**config.mk**
```make
export PLATFORM = sky130hd
export DESIGN_NAME = can_capture_record_fifo
export DESIGN_NICKNAME = d
export VERILOG_FILES = /design/src/rtl/ccrf_pkg.sv /design/src/rtl/ccrf_front.sv /design/src/rtl/ccrf_cmd_queue.sv /design/src/rtl/ccrf_back.sv /design/src/rtl/can_capture_record_fifo.sv
export VERILOG_INCLUDE_DIRS = /design/src /design/src/rtl
export SDC_FILE = /design/constraint.sdc
export NUM_CORES = 2
export LEC_CHECK = 0
export BUFFER_PORTS_ARGS = -buffer_cell sky130_fd_sc_hd__buf_2
export CAP_MARGIN = 0
export CORE_MARGIN = 3
export CORE_UTILIZATION = 67
export CTS_CLUSTER_SIZE = 20
export DETAILED_ROUTE_END_ITERATION = 8
export PLACE_DENSITY = 0.86
export SETUP_SLACK_MARGIN = 0.4
export SLEW_MARGIN = 20
export SYNTH_ARGS = -nofsm -noshare
export SYNTH_HDL_FRONTEND = slang
export SYNTH_SLANG_ARGS = --single-unit
```
**constraint.sdc**
```tcl
create_clock -name clk -period 20.2 [get_ports clk]
set_input_delay 2.02 -clock clk [delete_from_list [all_inputs] [get_ports clk]]
set_output_delay 2.02 -clock clk [all_outputs]
set_load 0.05 [all_outputs]
```
**src/rtl/can_capture_record_fifo_macros.svh**
```systemverilog
// assertion macros for the can capture record fifo
// used by the top level only; expects clk and rst_n in scope
`ifndef CAN_CAPTURE_RECORD_FIFO_MACROS_SVH
`define CAN_CAPTURE_RECORD_FIFO_MACROS_SVH

`ifndef SYNTHESIS

// checked only while out of reset
`define CCRF_ASSERT(lbl, prop, msg) \
    lbl: assert property (@(posedge clk) disable iff (!rst_n) prop) else $error(msg);

// checked at every edge, reset included
`define CCRF_ASSERT_ALWAYS(lbl, prop, msg) \
    lbl: assert property (@(posedge clk) prop) else $error(msg);

`else

`define CCRF_ASSERT(lbl, prop, msg)
`define CCRF_ASSERT_ALWAYS(lbl, prop, msg)

`endif

`endif

```
**src/rtl/ccrf_pkg.sv**
```systemverilog
// shared types and constants of the can capture record fifo
// no dependencies
package ccrf_pkg;

    localparam int RING_DEPTH  = 16;
    localparam int PTR_W       = $clog2(RING_DEPTH);
    localparam int CNT_W       = $clog2(RING_DEPTH + 1);
    localparam int QUEUE_DEPTH = 4;
    localparam int QPTR_W      = $clog2(QUEUE_DEPTH);
    localparam int QCNT_W      = $clog2(QUEUE_DEPTH + 1);

    localparam int CFG_IDX_W  = 2;
    localparam int CFG_DATA_W = 16;

    localparam logic [CFG_IDX_W-1:0] CFG_CAPTURE_ENABLED = 2'd0;
    localparam logic [CFG_IDX_W-1:0] CFG_FLUSH_INTERVAL  = 2'd1;
    localparam logic [CFG_IDX_W-1:0] CFG_BATCH_RECORDS   = 2'd2;

    localparam logic OP_FRAME = 1'b0;
    localparam logic OP_FLUSH = 1'b1;

    localparam logic [7:0]  TAG_DROP        = 8'hAF;
    localparam logic [7:0]  TAG_FRAME       = 8'hA0;
    localparam logic [3:0]  DLC_MAX         = 4'd8;
    localparam logic [15:0] DROP_MAX        = 16'hFFFF;
    localparam logic [15:0] INTERVAL_RESET  = 16'd20;
    localparam logic [2:0]  BATCH_RESET     = 3'd4;
    localparam logic [2:0]  BATCH_MAX       = 3'd4;

    // one ring operation, front to back
    typedef struct packed {
        logic             is_read;
        logic [PTR_W-1:0] addr;
        logic [63:0]      lo;
        logic [63:0]      hi;
        logic             last;
    } cmd_t;

    typedef struct packed {
        logic full;
        logic empty;
    } q_stat_t;

endpackage

```
**src/rtl/ccrf_front.sv**
```systemverilog
// front part: config registers, item accept, ring bookkeeping, command issue
// depends on ccrf_pkg
module ccrf_front (
    input  logic                             clk,
    input  logic                             rst_n,
    input  logic                             cfg_valid,
    input  logic [ccrf_pkg::CFG_IDX_W-1:0]   cfg_index,
    input  logic [ccrf_pkg::CFG_DATA_W-1:0]  cfg_data,
    input  logic                             in_valid,
    output logic                             in_stall,
    input  logic                             opcode,
    input  logic [31:0]                      time_ms,
    input  logic [28:0]                      can_id,
    input  logic [3:0]                       dlc,
    input  logic                             remote_frame,
    input  logic [63:0]                      data_bytes,
    input  logic                             host_ready,
    input  ccrf_pkg::q_stat_t                q_stat,
    output logic                             cmd_push,
    output ccrf_pkg::cmd_t                   cmd
);
    import ccrf_pkg::*;

    typedef enum logic [1:0] {
        ST_IDLE = 2'b01,
        ST_EMIT = 2'b10
    } st_t;

    st_t              st_reg, st_next;
    logic             en_reg, en_next;
    logic [15:0]      interval_reg, interval_next;
    logic [2:0]       batch_reg, batch_next;
    logic [PTR_W-1:0] wp_reg, wp_next;
    logic [PTR_W-1:0] rp_reg, rp_next;
    logic [CNT_W-1:0] fill_reg, fill_next;
    logic [15:0]      drop_reg, drop_next;
    logic [31:0]      last_flush_reg, last_flush_next;
    logic             is_read_reg, is_read_next;
    logic [PTR_W-1:0] addr_reg, addr_next;
    logic [2:0]       left_reg, left_next;
    logic [63:0]      rec0_lo_reg, rec0_lo_next, rec0_hi_reg, rec0_hi_next;
    logic [63:0]      rec1_lo_reg, rec1_lo_next, rec1_hi_reg, rec1_hi_next;

    logic             accept;
    logic             frame_ok;
    logic [CNT_W:0]   fill_plus2;
    logic             drop_room;
    logic [CNT_W-1:0] fill_mid;
    logic             ring_full;
    logic [63:0]      drop_lo, frame_lo, frame_hi;
    logic [15:0]      drop_inc;
    logic [2:0]       batch_eff;
    logic [31:0]      elapsed;
    logic             do_flush;
    logic [CNT_W-1:0] to_end, n_min1, n_all, rp_sum;
    logic [2:0]       n_rec;

    function automatic logic [PTR_W-1:0] ptr_inc(input logic [PTR_W-1:0] p);
        return (p == PTR_W'(RING_DEPTH - 1)) ? '0 : p + 1'b1;
    endfunction

    assign accept   = in_valid && (st_reg == ST_IDLE);
    assign in_stall = (st_reg != ST_IDLE);

    // frame classification and record formatting
    always_comb
    begin
        frame_ok   = (dlc <= DLC_MAX) && !remote_frame;
        fill_plus2 = {1'b0, fill_reg} + (CNT_W + 1)'(2);
        drop_room  = (drop_reg != '0) && (fill_plus2 <= (CNT_W + 1)'(RING_DEPTH));
        fill_mid   = fill_reg + CNT_W'(drop_room);
        ring_full  = fill_mid >= CNT_W'(RING_DEPTH);
        drop_lo    = {16'h0000, drop_reg, time_ms[23:0], TAG_DROP};
        frame_lo   = {3'b000, can_id, time_ms[23:0], TAG_FRAME | {4'h0, dlc}};
        for (int i = 0; i < 8; i++)
        begin
            frame_hi[8*i +: 8] = (4'(i) < dlc) ? data_bytes[8*i +: 8] : 8'h00;
        end
        drop_inc = drop_room ? 16'h0000 : drop_reg;
        if (ring_full && (drop_inc != DROP_MAX))
        begin
            drop_inc = drop_inc + 16'd1;
        end
    end

    // flush decision and record count, never past the ring end
    always_comb
    begin
        if (batch_reg == 3'd0)
        begin
            batch_eff = 3'd1;
        end
        else if (batch_reg > BATCH_MAX)
        begin
            batch_eff = BATCH_MAX;
        end
        else
        begin
            batch_eff = batch_reg;
        end
        elapsed  = time_ms - last_flush_reg;
        do_flush = host_ready && (fill_reg != '0)
                   && ((fill_reg >= CNT_W'(batch_eff)) || (elapsed >= {16'h0000, interval_reg}));
        to_end   = CNT_W'(RING_DEPTH) - CNT_W'(rp_reg);
        n_min1   = (fill_reg < CNT_W'(batch_eff)) ? fill_reg : CNT_W'(batch_eff);
        n_all    = (n_min1 < to_end) ? n_min1 : to_end;
        n_rec    = n_all[2:0];
        rp_sum   = CNT_W'(rp_reg) + n_all;
    end

    always_comb
    begin
        st_next         = st_reg;
        en_next         = en_reg;
        interval_next   = interval_reg;
        batch_next      = batch_reg;
        wp_next         = wp_reg;
        rp_next         = rp_reg;
        fill_next       = fill_reg;
        drop_next       = drop_reg;
        last_flush_next = last_flush_reg;
        is_read_next    = is_read_reg;
        addr_next       = addr_reg;
        left_next       = left_reg;
        rec0_lo_next    = rec0_lo_reg;
        rec0_hi_next    = rec0_hi_reg;
        rec1_lo_next    = rec1_lo_reg;
        rec1_hi_next    = rec1_hi_reg;
        cmd_push        = 1'b0;

        case (st_reg)
            ST_IDLE:
            begin
                if (accept && en_reg)
                begin
                    if (opcode == OP_FRAME)
                    begin
                        if (frame_ok)
                        begin
                            is_read_next = 1'b0;
                            addr_next    = wp_reg;
                            drop_next    = drop_inc;
                            rec1_lo_next = frame_lo;
                            rec1_hi_next = frame_hi;
                            if (drop_room)
                            begin
                                // drop report goes ahead of the frame
                                rec0_lo_next = drop_lo;
                                rec0_hi_next = 64'h0;
                                left_next    = 3'd2;
                                wp_next      = ptr_inc(ptr_inc(wp_reg));
                                fill_next    = fill_reg + CNT_W'(2);
                                st_next      = ST_EMIT;
                            end
                            else if (!ring_full)
                            begin
                                rec0_lo_next = frame_lo;
                                rec0_hi_next = frame_hi;
                                left_next    = 3'd1;
                                wp_next      = ptr_inc(wp_reg);
                                fill_next    = fill_reg + CNT_W'(1);
                                st_next      = ST_EMIT;
                            end
                        end
                    end
                    else if (do_flush)
                    begin
                        is_read_next    = 1'b1;
                        addr_next       = rp_reg;
                        left_next       = n_rec;
                        rp_next         = (rp_sum == CNT_W'(RING_DEPTH)) ? '0 : rp_sum[PTR_W-1:0];
                        fill_next       = fill_reg - n_all;
                        last_flush_next = time_ms;
                        st_next         = ST_EMIT;
                    end
                end
            end
            ST_EMIT:
            begin
                if (!q_stat.full)
                begin
                    cmd_push     = 1'b1;
                    addr_next    = ptr_inc(addr_reg);
                    left_next    = left_reg - 3'd1;
                    rec0_lo_next = rec1_lo_reg;
                    rec0_hi_next = rec1_hi_reg;
                    if (left_reg == 3'd1)
                    begin
                        st_next = ST_IDLE;
                    end
                end
            end
            default:
            begin
                st_next = ST_IDLE;
            end
        endcase

        // the user must send register writes only while idle; this block does not enforce it
        if (cfg_valid)
        begin
            case (cfg_index)
                CFG_CAPTURE_ENABLED:
                begin
                    en_next = cfg_data[0];
                    if (cfg_data[0] != en_reg)
                    begin
                        wp_next   = '0;
                        rp_next   = '0;
                        fill_next = '0;
                        drop_next = '0;
                    end
                end
                CFG_FLUSH_INTERVAL:
                begin
                    interval_next = cfg_data;
                end
                CFG_BATCH_RECORDS:
                begin
                    batch_next = cfg_data[2:0];
                end
                default:
                begin
                end
            endcase
        end
    end

    always_comb
    begin
        cmd.is_read = is_read_reg;
        cmd.addr    = addr_reg;
        cmd.lo      = rec0_lo_reg;
        cmd.hi      = rec0_hi_reg;
        cmd.last    = (left_reg == 3'd1);
    end

    always_ff @(posedge clk or negedge rst_n)
    begin
        if (!rst_n)
        begin
            st_reg         <= ST_IDLE;
            en_reg         <= 1'b0;
            interval_reg   <= INTERVAL_RESET;
            batch_reg      <= BATCH_RESET;
            wp_reg         <= '0;
            rp_reg         <= '0;
            fill_reg       <= '0;
            drop_reg       <= '0;
            last_flush_reg <= '0;
            is_read_reg    <= 1'b0;
            addr_reg       <= '0;
            left_reg       <= '0;
        end
        else
        begin
            st_reg         <= st_next;
            en_reg         <= en_next;
            interval_reg   <= interval_next;
            batch_reg      <= batch_next;
            wp_reg         <= wp_next;
            rp_reg         <= rp_next;
            fill_reg       <= fill_next;
            drop_reg       <= drop_next;
            last_flush_reg <= last_flush_next;
            is_read_reg    <= is_read_next;
            addr_reg       <= addr_next;
            left_reg       <= left_next;
        end
    end

    always_ff @(posedge clk)
    begin
        rec0_lo_reg <= rec0_lo_next;
        rec0_hi_reg <= rec0_hi_next;
        rec1_lo_reg <= rec1_lo_next;
        rec1_hi_reg <= rec1_hi_next;
    end

endmodule

```
**src/rtl/ccrf_cmd_queue.sv**
```systemverilog
// short command queue between front and back
// depends on ccrf_pkg
module ccrf_cmd_queue (
    input  logic              clk,
    input  logic              rst_n,
    input  logic              push,
    input  ccrf_pkg::cmd_t    push_cmd,
    input  logic              pop,
    output ccrf_pkg::cmd_t    head,
    output ccrf_pkg::q_stat_t stat
);
    import ccrf_pkg::*;

    cmd_t              entry_reg [QUEUE_DEPTH];
    logic [QPTR_W-1:0] wr_reg, wr_next;
    logic [QPTR_W-1:0] rd_reg, rd_next;
    logic [QCNT_W-1:0] cnt_reg, cnt_next;

    assign stat.full  = (cnt_reg == QCNT_W'(QUEUE_DEPTH));
    assign stat.empty = (cnt_reg == '0);
    assign head       = entry_reg[rd_reg];

    always_comb
    begin
        wr_next  = push ? wr_reg + 1'b1 : wr_reg;
        rd_next  = pop ? rd_reg + 1'b1 : rd_reg;
        cnt_next = cnt_reg + QCNT_W'(push) - QCNT_W'(pop);
    end

    always_ff @(posedge clk or negedge rst_n)
    begin
        if (!rst_n)
        begin
            wr_reg  <= '0;
            rd_reg  <= '0;
            cnt_reg <= '0;
        end
        else
        begin
            wr_reg  <= wr_next;
            rd_reg  <= rd_next;
            cnt_reg <= cnt_next;
        end
    end

    always_ff @(posedge clk)
    begin
        if (push)
        begin
            entry_reg[wr_reg] <= push_cmd;
        end
    end

endmodule

```
**src/rtl/ccrf_back.sv**
```systemverilog
// back part: record ring memory, registered read, two-entry output buffer
// depends on ccrf_pkg
module ccrf_back (
    input  logic              clk,
    input  logic              rst_n,
    input  ccrf_pkg::q_stat_t q_stat,
    input  ccrf_pkg::cmd_t    head,
    output logic              pop,
    output logic              out_valid,
    input  logic              out_stall,
    output logic [63:0]       record_low,
    output logic [63:0]       record_high,
    output logic              is_last
);
    import ccrf_pkg::*;

    localparam int OUT_DEPTH = 2;
    localparam int OB_PTR_W  = $clog2(OUT_DEPTH);
    localparam int OB_CNT_W  = $clog2(OUT_DEPTH + 1);

    logic [127:0]        ring_mem [RING_DEPTH];
    logic [127:0]        rd_data_reg;
    logic                rd_last_reg;
    logic                rd_valid_reg, rd_valid_next;
    logic [127:0]        ob_data_reg [OUT_DEPTH];
    logic                ob_last_reg [OUT_DEPTH];
    logic [OB_PTR_W-1:0] ob_wr_reg, ob_wr_next;
    logic [OB_PTR_W-1:0] ob_rd_reg, ob_rd_next;
    logic [OB_CNT_W-1:0] ob_cnt_reg, ob_cnt_next;
    logic                credit_ok;
    logic                out_pop;

    // a read issues only when the buffer has room for it and the one in flight
    assign credit_ok = ({1'b0, ob_cnt_reg} + (OB_CNT_W + 1)'(rd_valid_reg))
                       < (OB_CNT_W + 1)'(OUT_DEPTH);
    assign pop       = !q_stat.empty && (!head.is_read || credit_ok);
    assign out_valid = (ob_cnt_reg != '0);
    assign out_pop   = out_valid && !out_stall;

    assign record_low  = ob_data_reg[ob_rd_reg][63:0];
    assign record_high = ob_data_reg[ob_rd_reg][127:64];
    assign is_last     = ob_last_reg[ob_rd_reg];

    always_comb
    begin
        rd_valid_next = pop && head.is_read;
        ob_wr_next    = rd_valid_reg ? ob_wr_reg + 1'b1 : ob_wr_reg;
        ob_rd_next    = out_pop ? ob_rd_reg + 1'b1 : ob_rd_reg;
        ob_cnt_next   = ob_cnt_reg + OB_CNT_W'(rd_valid_reg) - OB_CNT_W'(out_pop);
    end

    always_ff @(posedge clk)
    begin
        if (pop && !head.is_read)
        begin
            ring_mem[head.addr] <= {head.hi, head.lo};
        end
        if (pop && head.is_read)
        begin
            rd_data_reg <= ring_mem[head.addr];
            rd_last_reg <= head.last;
        end
    end

    always_ff @(posedge clk)
    begin
        if (rd_valid_reg)
        begin
            ob_data_reg[ob_wr_reg] <= rd_data_reg;
            ob_last_reg[ob_wr_reg] <= rd_last_reg;
        end
    end

    always_ff @(posedge clk or negedge rst_n)
    begin
        if (!rst_n)
        begin
            rd_valid_reg <= 1'b0;
            ob_wr_reg    <= '0;
            ob_rd_reg    <= '0;
            ob_cnt_reg   <= '0;
        end
        else
        begin
            rd_valid_reg <= rd_valid_next;
            ob_wr_reg    <= ob_wr_next;
            ob_rd_reg    <= ob_rd_next;
            ob_cnt_reg   <= ob_cnt_next;
        end
    end

endmodule

```
**src/rtl/can_capture_record_fifo.sv**
```systemverilog
// can capture record fifo, top level
// depends on ccrf_pkg, ccrf_front, ccrf_cmd_queue, ccrf_back and the macro header

// Turns accepted CAN data frames into 16-byte capture records kept in a 16-entry
// ring, and sends them out on a flush poll. One item is taken at a time: a frame
// is accepted and then causes one ring write per record (none, one, or two when a
// drop record goes first); a flush poll is accepted and then causes one ring read
// per record sent (up to 4). The front issues one ring command per cycle into the
// command queue while the queue is not full. Records leave in order while
// out_stall is low; a ring read passes through a read register before it
// reaches the two-entry output buffer, and a read only issues when the buffer
// has room for it; a stalled output fills the output buffer and then the
// command queue, which in turn holds off new items. Remote frames and frames
// with dlc above 8 are dropped silently. With capture disabled, frames and
// polls are taken and ignored. Register writes (cfg_ready is always high) must
// only come while the block is idle; changing capture_enabled empties the ring.
// Nothing needs clearing after reset.

`include "can_capture_record_fifo_macros.svh"

module can_capture_record_fifo (
    input  logic                             clk,
    input  logic                             rst_n,
    // register write port
    input  logic                             cfg_valid,
    output logic                             cfg_ready,
    input  logic [ccrf_pkg::CFG_IDX_W-1:0]   cfg_index,
    input  logic [ccrf_pkg::CFG_DATA_W-1:0]  cfg_data,
    // input items
    input  logic                             in_valid,
    output logic                             in_stall,
    input  logic                             opcode,
    input  logic [31:0]                      time_ms,
    input  logic [28:0]                      can_id,
    input  logic [3:0]                       dlc,
    input  logic                             remote_frame,
    input  logic [63:0]                      data_bytes,
    input  logic                             host_ready,
    // result items
    output logic                             out_valid,
    input  logic                             out_stall,
    output logic [63:0]                      record_low,
    output logic [63:0]                      record_high,
    output logic                             is_last
);
    import ccrf_pkg::*;

    cmd_t    push_cmd;
    cmd_t    head_cmd;
    logic    cmd_push;
    logic    q_pop;
    q_stat_t q_stat;

    // registers take a write in any cycle
    assign cfg_ready = 1'b1;

    // front: accept, classify, keep pointers and counters, issue ring commands
    ccrf_front u_front (
        .clk          (clk),
        .rst_n        (rst_n),
        .cfg_valid    (cfg_valid),
        .cfg_index    (cfg_index),
        .cfg_data     (cfg_data),
        .in_valid     (in_valid),
        .in_stall     (in_stall),
        .opcode       (opcode),
        .time_ms      (time_ms),
        .can_id       (can_id),
        .dlc          (dlc),
        .remote_frame (remote_frame),
        .data_bytes   (data_bytes),
        .host_ready   (host_ready),
        .q_stat       (q_stat),
        .cmd_push     (cmd_push),
        .cmd          (push_cmd)
    );

    // in-order queue keeps ring writes ahead of the reads that follow them
    ccrf_cmd_queue u_queue (
        .clk      (clk),
        .rst_n    (rst_n),
        .push     (cmd_push),
        .push_cmd (push_cmd),
        .pop      (q_pop),
        .head     (head_cmd),
        .stat     (q_stat)
    );

    // back: ring memory writes, reads into the output buffer
    ccrf_back u_back (
        .clk         (clk),
        .rst_n       (rst_n),
        .q_stat      (q_stat),
        .head        (head_cmd),
        .pop         (q_pop),
        .out_valid   (out_valid),
        .out_stall   (out_stall),
        .record_low  (record_low),
        .record_high (record_high),
        .is_last     (is_last)
    );

    `CCRF_ASSERT(a_push_not_full, cmd_push |-> !q_stat.full, "command pushed into full queue")
    `CCRF_ASSERT(a_pop_not_empty, q_pop |-> !q_stat.empty, "command popped from empty queue")
    `CCRF_ASSERT(a_stall_while_issuing, cmd_push |-> in_stall, "item accepted while issuing commands")
    `CCRF_ASSERT_ALWAYS(a_quiet_after_reset, $rose(rst_n) |-> !out_valid, "result offered out of reset")

endmodule

```
== Word level (Yosys, flattened, before mapping) ==
Memories as Yosys holds them, arrays and structs flattened. A register that Yosys moved wholly into a read port is not among the register bits.
Index checks and enable logic that the tools add are counted.

* Add/subtract/negate cells: 22
* Multipliers: 0
* Div/mod/pow operators: 0
* $lt $le $gt $ge: 17
* Equality and inequality tests: 23
* Shift-type cells: 0
* Mux-type cells: 99
* Bitwise operators: 1
* Reduce and logical (&&, ||, !) cells: 35

{| class="wikitable"
|+ Operators with widths
! cell !! number
|-
| 2-to-1 mux 64 bit || 12
|-
| case mux 64 bit (2 select lines) || 2
|-
| 2-to-1 mux 16 bit || 9
|-
| 2-to-1 mux 4 bit || 25
|-
| 2-to-1 mux 8 bit || 8
|-
| 2-to-1 mux 5 bit || 12
|-
| >= comparator 32 x 16 -> 1 bit || 1
|-
| subtractor 32 bit || 1
|-
| 2-to-1 mux 3 bit || 9
|-
| AND reduction 6 bit || 3
|-
| adder 16 x 1 -> 16 bit, second input constant || 1
|-
| < comparator 3 x 4 -> 1 bit, first input constant || 4
|-
| 2-to-1 mux 2 bit || 8
|-
| inequality test 16 bit, second input constant || 1
|-
| nonzero test 16 bit || 1
|-
| adder 4 x 1 -> 4 bit, second input constant || 3
|-
| equality test 4 bit, second input constant || 3
|-
| AND reduction 4 bit || 3
|-
| logical AND 1 bit || 11
|-
| 2-to-1 mux 1 bit || 11
|-
| inequality test 3 x 2 -> 1 bit, second input constant || 3
|-
| < comparator 1 x 4 -> 1 bit, first input constant || 2
|-
| < comparator 2 x 4 -> 1 bit, first input constant || 2
|-
| inequality test 2 x 1 -> 1 bit, second input constant || 4
|-
| 43 further kinds || 58
|}

* Register bits after elaboration: 353
* Latch bits: 0
* Bits in writable memories: 2,842
* Bits in read-only memories: 0
* Input bits: 155
* Output and inout bits: 132
* Word-level logic and storage cells: 225
* Memories kept: 4

{| class="wikitable"
|+ Memories
! memory !! depth !! width !! rd ports !! clocked after memory_dff !! wr ports !! RTL line !! text
|-
| u_back.ring_mem || 16 || 128 || 1 || 1 || 1 || ccrf_back.sv:21 || <nowiki>logic [127:0] ring_mem [RING_DEPTH];</nowiki>
|-
| u_queue.entry_reg || 4 || 134 || 1 || 0 || 1 || ccrf_cmd_queue.sv:14 || <nowiki>cmd_t entry_reg [QUEUE_DEPTH];</nowiki>
|-
| u_back.ob_data_reg || 2 || 128 || 1 || 0 || 1 || ccrf_back.sv:25 || <nowiki>logic [127:0] ob_data_reg [OUT_DEPTH];</nowiki>
|-
| u_back.ob_last_reg || 2 || 1 || 1 || 0 || 1 || ccrf_back.sv:26 || <nowiki>logic ob_last_reg [OUT_DEPTH];</nowiki>
|}

== Longest topological paths before layout ==
* Depth after elaboration: 17
* Depth in mapped cells: 23

== Modules after synthesis ==
From an unflattened synthesis, not the netlist that was laid out.

* Cells, all modules: 6,098
* Area, all modules: 127,273.3 µm²

{| class="wikitable"
|+ Modules (own cells, without submodules)
! module !! instances !! cells each !! area each (µm²)
|-
| ccrf_back || 1 || 3,695 || 89,818.6
|-
| ccrf_cmd_queue || 1 || 734 || 19,680.1
|-
| ccrf_front || 1 || 1,667 || 17,763.3
|-
| can_capture_record_fifo || 1 || 2 || 11.3
|}

== Least setup slack after synthesis ==
Ideal clock, no wire load.

* Path type: input -> register
* From: input port dlc[2]
* To: register u_front.rec0_hi_reg[0] (enable)
* Setup time: 0.786 ns
* Arrival time: 11.309 ns
* Data required time: 19.414 ns
* Slack: 8.106 ns
* Stages on the path: 5
* Path through: o31ai_1 > nand2b_1 > nor2_1 > nand2_1 > a21boi_0

* Longest elaborated chain between the ends: 4

{| class="wikitable"
|+ RTL lines
! item !! RTL line !! text
|-
| start, declared || can_capture_record_fifo.sv:35 || <nowiki>input logic [3:0] dlc,</nowiki>
|-
| <= comparator 4 bit || ccrf_front.sv:68 || <nowiki>frame_ok = (dlc <= DLC_MAX) && !remote_frame;</nowiki>
|-
| logical AND 1 bit || ccrf_front.sv:68 ||
|-
| inequality test 2 x 1 -> 1 bit (no line) || n/a ||
|-
| AND reduction 6 bit (no line) || n/a ||
|-
| end signal, assigned || ccrf_front.sv:275 || <nowiki>rec0_hi_reg <= rec0_hi_next;</nowiki>
|-
| end, declared || ccrf_front.sv:41 || <nowiki>logic [63:0] rec0_lo_reg, rec0_lo_next, rec0_hi_reg, rec0_hi_next;</nowiki>
|}

No other way between the ends.
A chain may end at the register's enable or synchronous reset.

== Worst setup path in the final report ==
* From: input port dlc[0]
* To: register u_front.drop_reg[15]

* Longest elaborated chain between the ends: 9

{| class="wikitable"
|+ RTL lines
! item !! RTL line !! text
|-
| <= comparator 4 bit (*) || ccrf_front.sv:68 ||
|-
| logical AND 1 bit (*) || ccrf_front.sv:68 ||
|-
| 2-to-1 mux 16 bit (*) || ccrf_front.sv:138 || <nowiki>if (frame_ok)</nowiki>
|-
| 2-to-1 mux 16 bit (*) || ccrf_front.sv:136 || <nowiki>if (opcode == OP_FRAME)</nowiki>
|-
| 2-to-1 mux 16 bit (*) || ccrf_front.sv:134 || <nowiki>if (accept && en_reg)</nowiki>
|-
| 2-to-1 mux 16 bit (*) || ccrf_front.sv:131 || <nowiki>case (st_reg)</nowiki>
|-
| 2-to-1 mux 16 bit || ccrf_front.sv:206 || <nowiki>if (cfg_data[0] != en_reg)</nowiki>
|-
| 2-to-1 mux 16 bit || ccrf_front.sv:202 || <nowiki>case (cfg_index)</nowiki>
|-
| 2-to-1 mux 16 bit (*) || ccrf_front.sv:200 || <nowiki>if (cfg_valid)</nowiki>
|-
| via u_front.drop_next[15] || ccrf_front.sv:36 || <nowiki>logic [15:0] drop_reg, drop_next;</nowiki>
|-
| end signal, assigned || ccrf_front.sv:264 || <nowiki>drop_reg <= drop_next;</nowiki>
|-
| end, declared || ccrf_front.sv:36 ||
|}

The timed path passes the listed nets; every way through them passes the cells marked *.

==> run summary <==
The top achievable clock speed is 0.160 GHz. In this run the worst path has a maximum fanout of slightly below 90. The register with the most flip-flops in the layout has between 1500 and 2000 of them. The final setup skew is 85.4 ps. The fraction of power consumed by sequential logic came out at between 40% and 50%. The worst register-to-register path has a setup slack of roughly 14000 ps. The slew at the pin closest to its max-slew limit is 1250 ps. Global routing finished with a remaining overflow of 0. The share of layout cells above drive strength 1 came out at between 20% and 30%.

Setup repair after global routing left no endpoint under its margin. The number of flops mapped to enable cells by yosys came out at roughly 3000. Net switching is a little over a third of the power. The net count of the finished layout came out at about 6600.

The leakage power of the design is 44.8 nW. The via density per instance came out at between 7 and 8. Across every metal layer, demand over resource in global routing totals a little under two fifths. The final weighted congestion in routability-driven placement is 0.923. In this run the count of I/O pins placed on the die edge is 287. The number of buffer cells added on primary ports came out at 278. The critical path is of the in -> reg type. The number of gates given a new drive strength after cts came out at 0.

The post-route non-filler standard cell count is 8981. The via count of the first global-routing pass came to ~70000. The clock insertion delay at the later pin of the skew report is between 1000 and 1500 ps. The starting DRC count in detailed routing is 11900. The maximum buffer depth of the clock tree came out at 4. The initial antenna violation count is 20. The final hold violation count is 0. The die is ~430 µm wide.

The die height came out at about 430 µm. The cell at the root of the clock tree is sky130_fd_sc_hd__clkbuf_16. The final worst slack is 13950 ps. Once the floorplan was initialized, standard cells occupied roughly two thirds of the core. The fraction of power consumed by combinational cells came out at around 32%. In this run the tightest slew margin relative to its limit is 15.3%. The total setup buffers inserted after CTS is 0. The core box area is roughly 180000 µm². TritonCTS built the clock tree. The net switching component of the power came out at 8.51 mW.

The area growth from synthesis to layout is 11.6%. The layout filler cell count is between 8000 and 9000. The post-detailed-route DRC marker count came out at 0.

The row count came out at ~160. The number of warnings printed during yosys synthesis came out at 0. The total via count after detailed routing came out at 68500. The netlist area before placement came out at approximately 120000 µm².

The synthesized area divided by synthesized cell count is ~20 µm². The clock-pin transition on the worst setup and hold timing paths is 70 ps. Data on the critical path arrives at its endpoint at a little over 7000 ps. The total clock buffers created by CTS came out at 311. Timing analysis after detailed placement gives a worst setup slack of 13120 ps. In this run the remaining antenna-violating nets after routing total 0.

Across the run, the number of max-cap violations was 0. The min-delay analysis places its worst path in the category reg -> reg. The setup violation total in the final timing report is 0. The number of standard cells after synthesis is between 5000 and 6000.

The share of synthesized flip-flops with an asynchronous set or reset came out at 3.26%. The most used flip-flop cell after synthesis is sky130_fd_sc_hd__edfxtp_1. The worst setup path is captured at a flop. The number of distinct library cell variants in the gate-level netlist after synthesis came out at between 90 and 100. The half-perimeter wire length of the detailed placement result came out at roughly 160000 µm. The final critical path time including I/O delays and setup is 6250 ps.

The number of buffers added to fix hold violations after cts is 0. The flow ran to the end, and the final reports show no timing, DRC or antenna violations. The first detailed-routing pass took 9 iterations. The final period utilization is a little under a third. The detailed-route wire length came out at ~360000 µm. The peak supply drop came out at approximately 0.18 mV.

The sequential element share of the synthesized area came out at slightly below 80%. The clock group share of total power came out at 24.5%. The total number of H-tree levels is 5. The total instance count after detailed placement came out at 8430. The cell-internal power came out at approximately 16 mW. Dividing the detail-routed wire length by the instance count gives 40.4 µm. The post-synthesis register bit count came out at roughly 3200.

The number of clock sinks is between 3000 and 4000. The critical path required time is approximately 21000 ps. The first-pass GRT wire length is 500000 µm. Summed over all failing endpoints, the final setup total negative slack is 0 ps. STA classifies the critical path startpoint as an input port. The power per cell area is 177 nW/µm². The pin count of the biggest net entering global routing is 166. The full die area came out at about 190000 µm².

The total count of max-transition violations in the final report is 0.
[worst paths after layout]
kind	end	startpoint	cells past startpoint
min	u_back.ob_data_reg[0][67]	u_back.rd_data_reg[67]	0
max reg2reg	u_back.rd_data_reg[84]	u_queue.rd_reg[0]	9
max in group asynchronous	u_queue.rd_reg[1]	rst_n	2
min in group asynchronous	u_front.last_flush_reg[29]	rst_n	1
max	u_front.drop_reg[15]	dlc[0]	12
min reg2reg	u_back.ob_data_reg[0][67]	u_back.rd_data_reg[67]	0
[kinds of logic (layout without fill, tap and decap cells)]
logic type	count (synthesis)	in the layout	synth area share [%]
compound gates	632	632	3.22
xor+xnor	48	48	0.344
fa+ha+maj	87	87	0.916
buf+inv	404	1002	1.30
flops	3155	3155	77.2
mux	930	930	14.0
other cells	2	22	0.00615
simple gates	735	735	2.99
[cell type report]
class                           instances  area [µm²]  area share, %
Clock inverter                        160        1610           1.18
Timing Repair Buffer                  373        2350           1.73
Multi-Input combinational cell       2442       26500           19.4
Clock buffer                          376        8200           6.02
Sequential cell                      3155       94200           69.2
Antenna cell                           12        30.0         0.0220
Tap cell                             2370        2970           2.18
Inverter                               93         354          0.260
[worst max-delay path, cell delays in order]
cell and delay (ps):
sky130_fd_sc_hd__buf_2 210, sky130_fd_sc_hd__o31ai_2 910, sky130_fd_sc_hd__nand2b_1 240, sky130_fd_sc_hd__or3_1 610
sky130_fd_sc_hd__inv_6 820, sky130_fd_sc_hd__nand2_1 350, sky130_fd_sc_hd__nor2_1 290, sky130_fd_sc_hd__nand2_1 220
sky130_fd_sc_hd__or3_1 610, sky130_fd_sc_hd__nor4_1 490, sky130_fd_sc_hd__xor2_1 240, sky130_fd_sc_hd__nor2_1 90
[synth_stat cells (4+ instances only)]
| cell | n | share of area, % |
|---|---|---|
| sky130_fd_sc_hd__edfxtp_1 | 3052 | 75 |
| sky130_fd_sc_hd__mux4_2 | 609 | 11 |
| sky130_fd_sc_hd__nand2_1 | 298 | 0.92 |
| sky130_fd_sc_hd__a21oi_1 | 191 | 0.78 |
| sky130_fd_sc_hd__clkbuf_1 | 188 | 0.58 |
| sky130_fd_sc_hd__mux2_2 | 167 | 1.5 |
| sky130_fd_sc_hd__nor2b_1 | 154 | 0.79 |
| sky130_fd_sc_hd__mux2i_1 | 152 | 1.2 |
| sky130_fd_sc_hd__o21ai_0 | 141 | 0.58 |
| sky130_fd_sc_hd__a211oi_1 | 136 | 0.84 |
| sky130_fd_sc_hd__dfrtp_1 | 99 | 2.0 |
| sky130_fd_sc_hd__buf_1 | 92 | 0.28 |
| sky130_fd_sc_hd__inv_1 | 92 | 0.28 |
| sky130_fd_sc_hd__nor2_1 | 86 | 0.26 |
| sky130_fd_sc_hd__ha_1 | 83 | 0.85 |
| sky130_fd_sc_hd__and2_1 | 56 | 0.29 |
| sky130_fd_sc_hd__o21ai_1 | 37 | 0.15 |
| sky130_fd_sc_hd__nand3_1 | 31 | 0.13 |
| sky130_fd_sc_hd__xnor2_1 | 26 | 0.19 |
| sky130_fd_sc_hd__xor2_1 | 22 | 0.16 |
| sky130_fd_sc_hd__buf_2 | 18 | 0.074 |
| sky130_fd_sc_hd__nand4_1 | 18 | 0.092 |
| sky130_fd_sc_hd__nor3_1 | 18 | 0.074 |
| sky130_fd_sc_hd__a21o_1 | 16 | 0.098 |
| sky130_fd_sc_hd__and3_1 | 12 | 0.061 |
| sky130_fd_sc_hd__o21a_1 | 12 | 0.074 |
| sky130_fd_sc_hd__a31oi_1 | 10 | 0.051 |
| sky130_fd_sc_hd__nor4_1 | 10 | 0.051 |
| sky130_fd_sc_hd__or3_1 | 10 | 0.051 |
| sky130_fd_sc_hd__buf_4 | 9 | 0.055 |
| sky130_fd_sc_hd__nor3b_1 | 9 | 0.055 |
| sky130_fd_sc_hd__o211ai_1 | 8 | 0.049 |
| sky130_fd_sc_hd__a211o_1 | 7 | 0.050 |
| sky130_fd_sc_hd__nand2b_1 | 7 | 0.036 |
| sky130_fd_sc_hd__o22ai_1 | 6 | 0.031 |
| sky130_fd_sc_hd__o31ai_1 | 6 | 0.037 |
| sky130_fd_sc_hd__or2_2 | 6 | 0.031 |
| sky130_fd_sc_hd__a21boi_0 | 4 | 0.025 |
| sky130_fd_sc_hd__a21oi_2 | 4 | 0.029 |
| sky130_fd_sc_hd__a22oi_1 | 4 | 0.025 |
| sky130_fd_sc_hd__dfstp_2 | 4 | 0.086 |
| sky130_fd_sc_hd__fa_1 | 4 | 0.066 |
[cell usage in the layout, fill, tap and decap left out, drive strengths merged, types with 13 or more instances in the layout]
cell type	instances
inv	103
nand4	18
nand2	298
mux2	169
and2	56
xor2	22
dfrtp	99
nor3	19
a211oi	138
clkbuf	376
nand3	31
a21oi	195
mux4	609
edfxtp	3052
o21ai	178
bufinv	31
ha	83
mux2i	152
a21o	16
clkinv	107
xnor2	26
o21a	13
nor2	86
nor2b	154
buf	373
[layer usage]
metal,wire length [µm],part of all wire [%],vias to the layer above,GRT usage [%]
li1,-,-,25100,-
met1,111000,31,33900,47.8
met2,176000,48,7609,60.7
met3,46500,13,1864,8.91
met4,29400,8.1,20,24.1
met5,139,0.038,-,0
[stage by stage]
step,hold slack [ps],power [mW],area (µm²),utilization (%)
2_1_floorplan,421,15.4,122000,-
3_3_place_gp,424,17.1,126000,69.8
3_5_place_dp,432,17.6,126000,69.8
4_1_cts,446,23.8,136000,75.2
5_1_grt,453,24.7,136000,75.3
6_report,450,24.1,136000,75.3
[power groups by stage]
stage	registers, mW	logic [mW]	clock network (mW)
after global placement	10.1	6.97	0
after floorplan	10.2	5.14	0
after CTS	10.3	7.60	5.85
after global routing	10.4	8.11	6.11
final	10.4	7.80	5.90
after detailed placement	10.3	7.26	0
No activity file was read; power rests on OpenSTA's default activity.
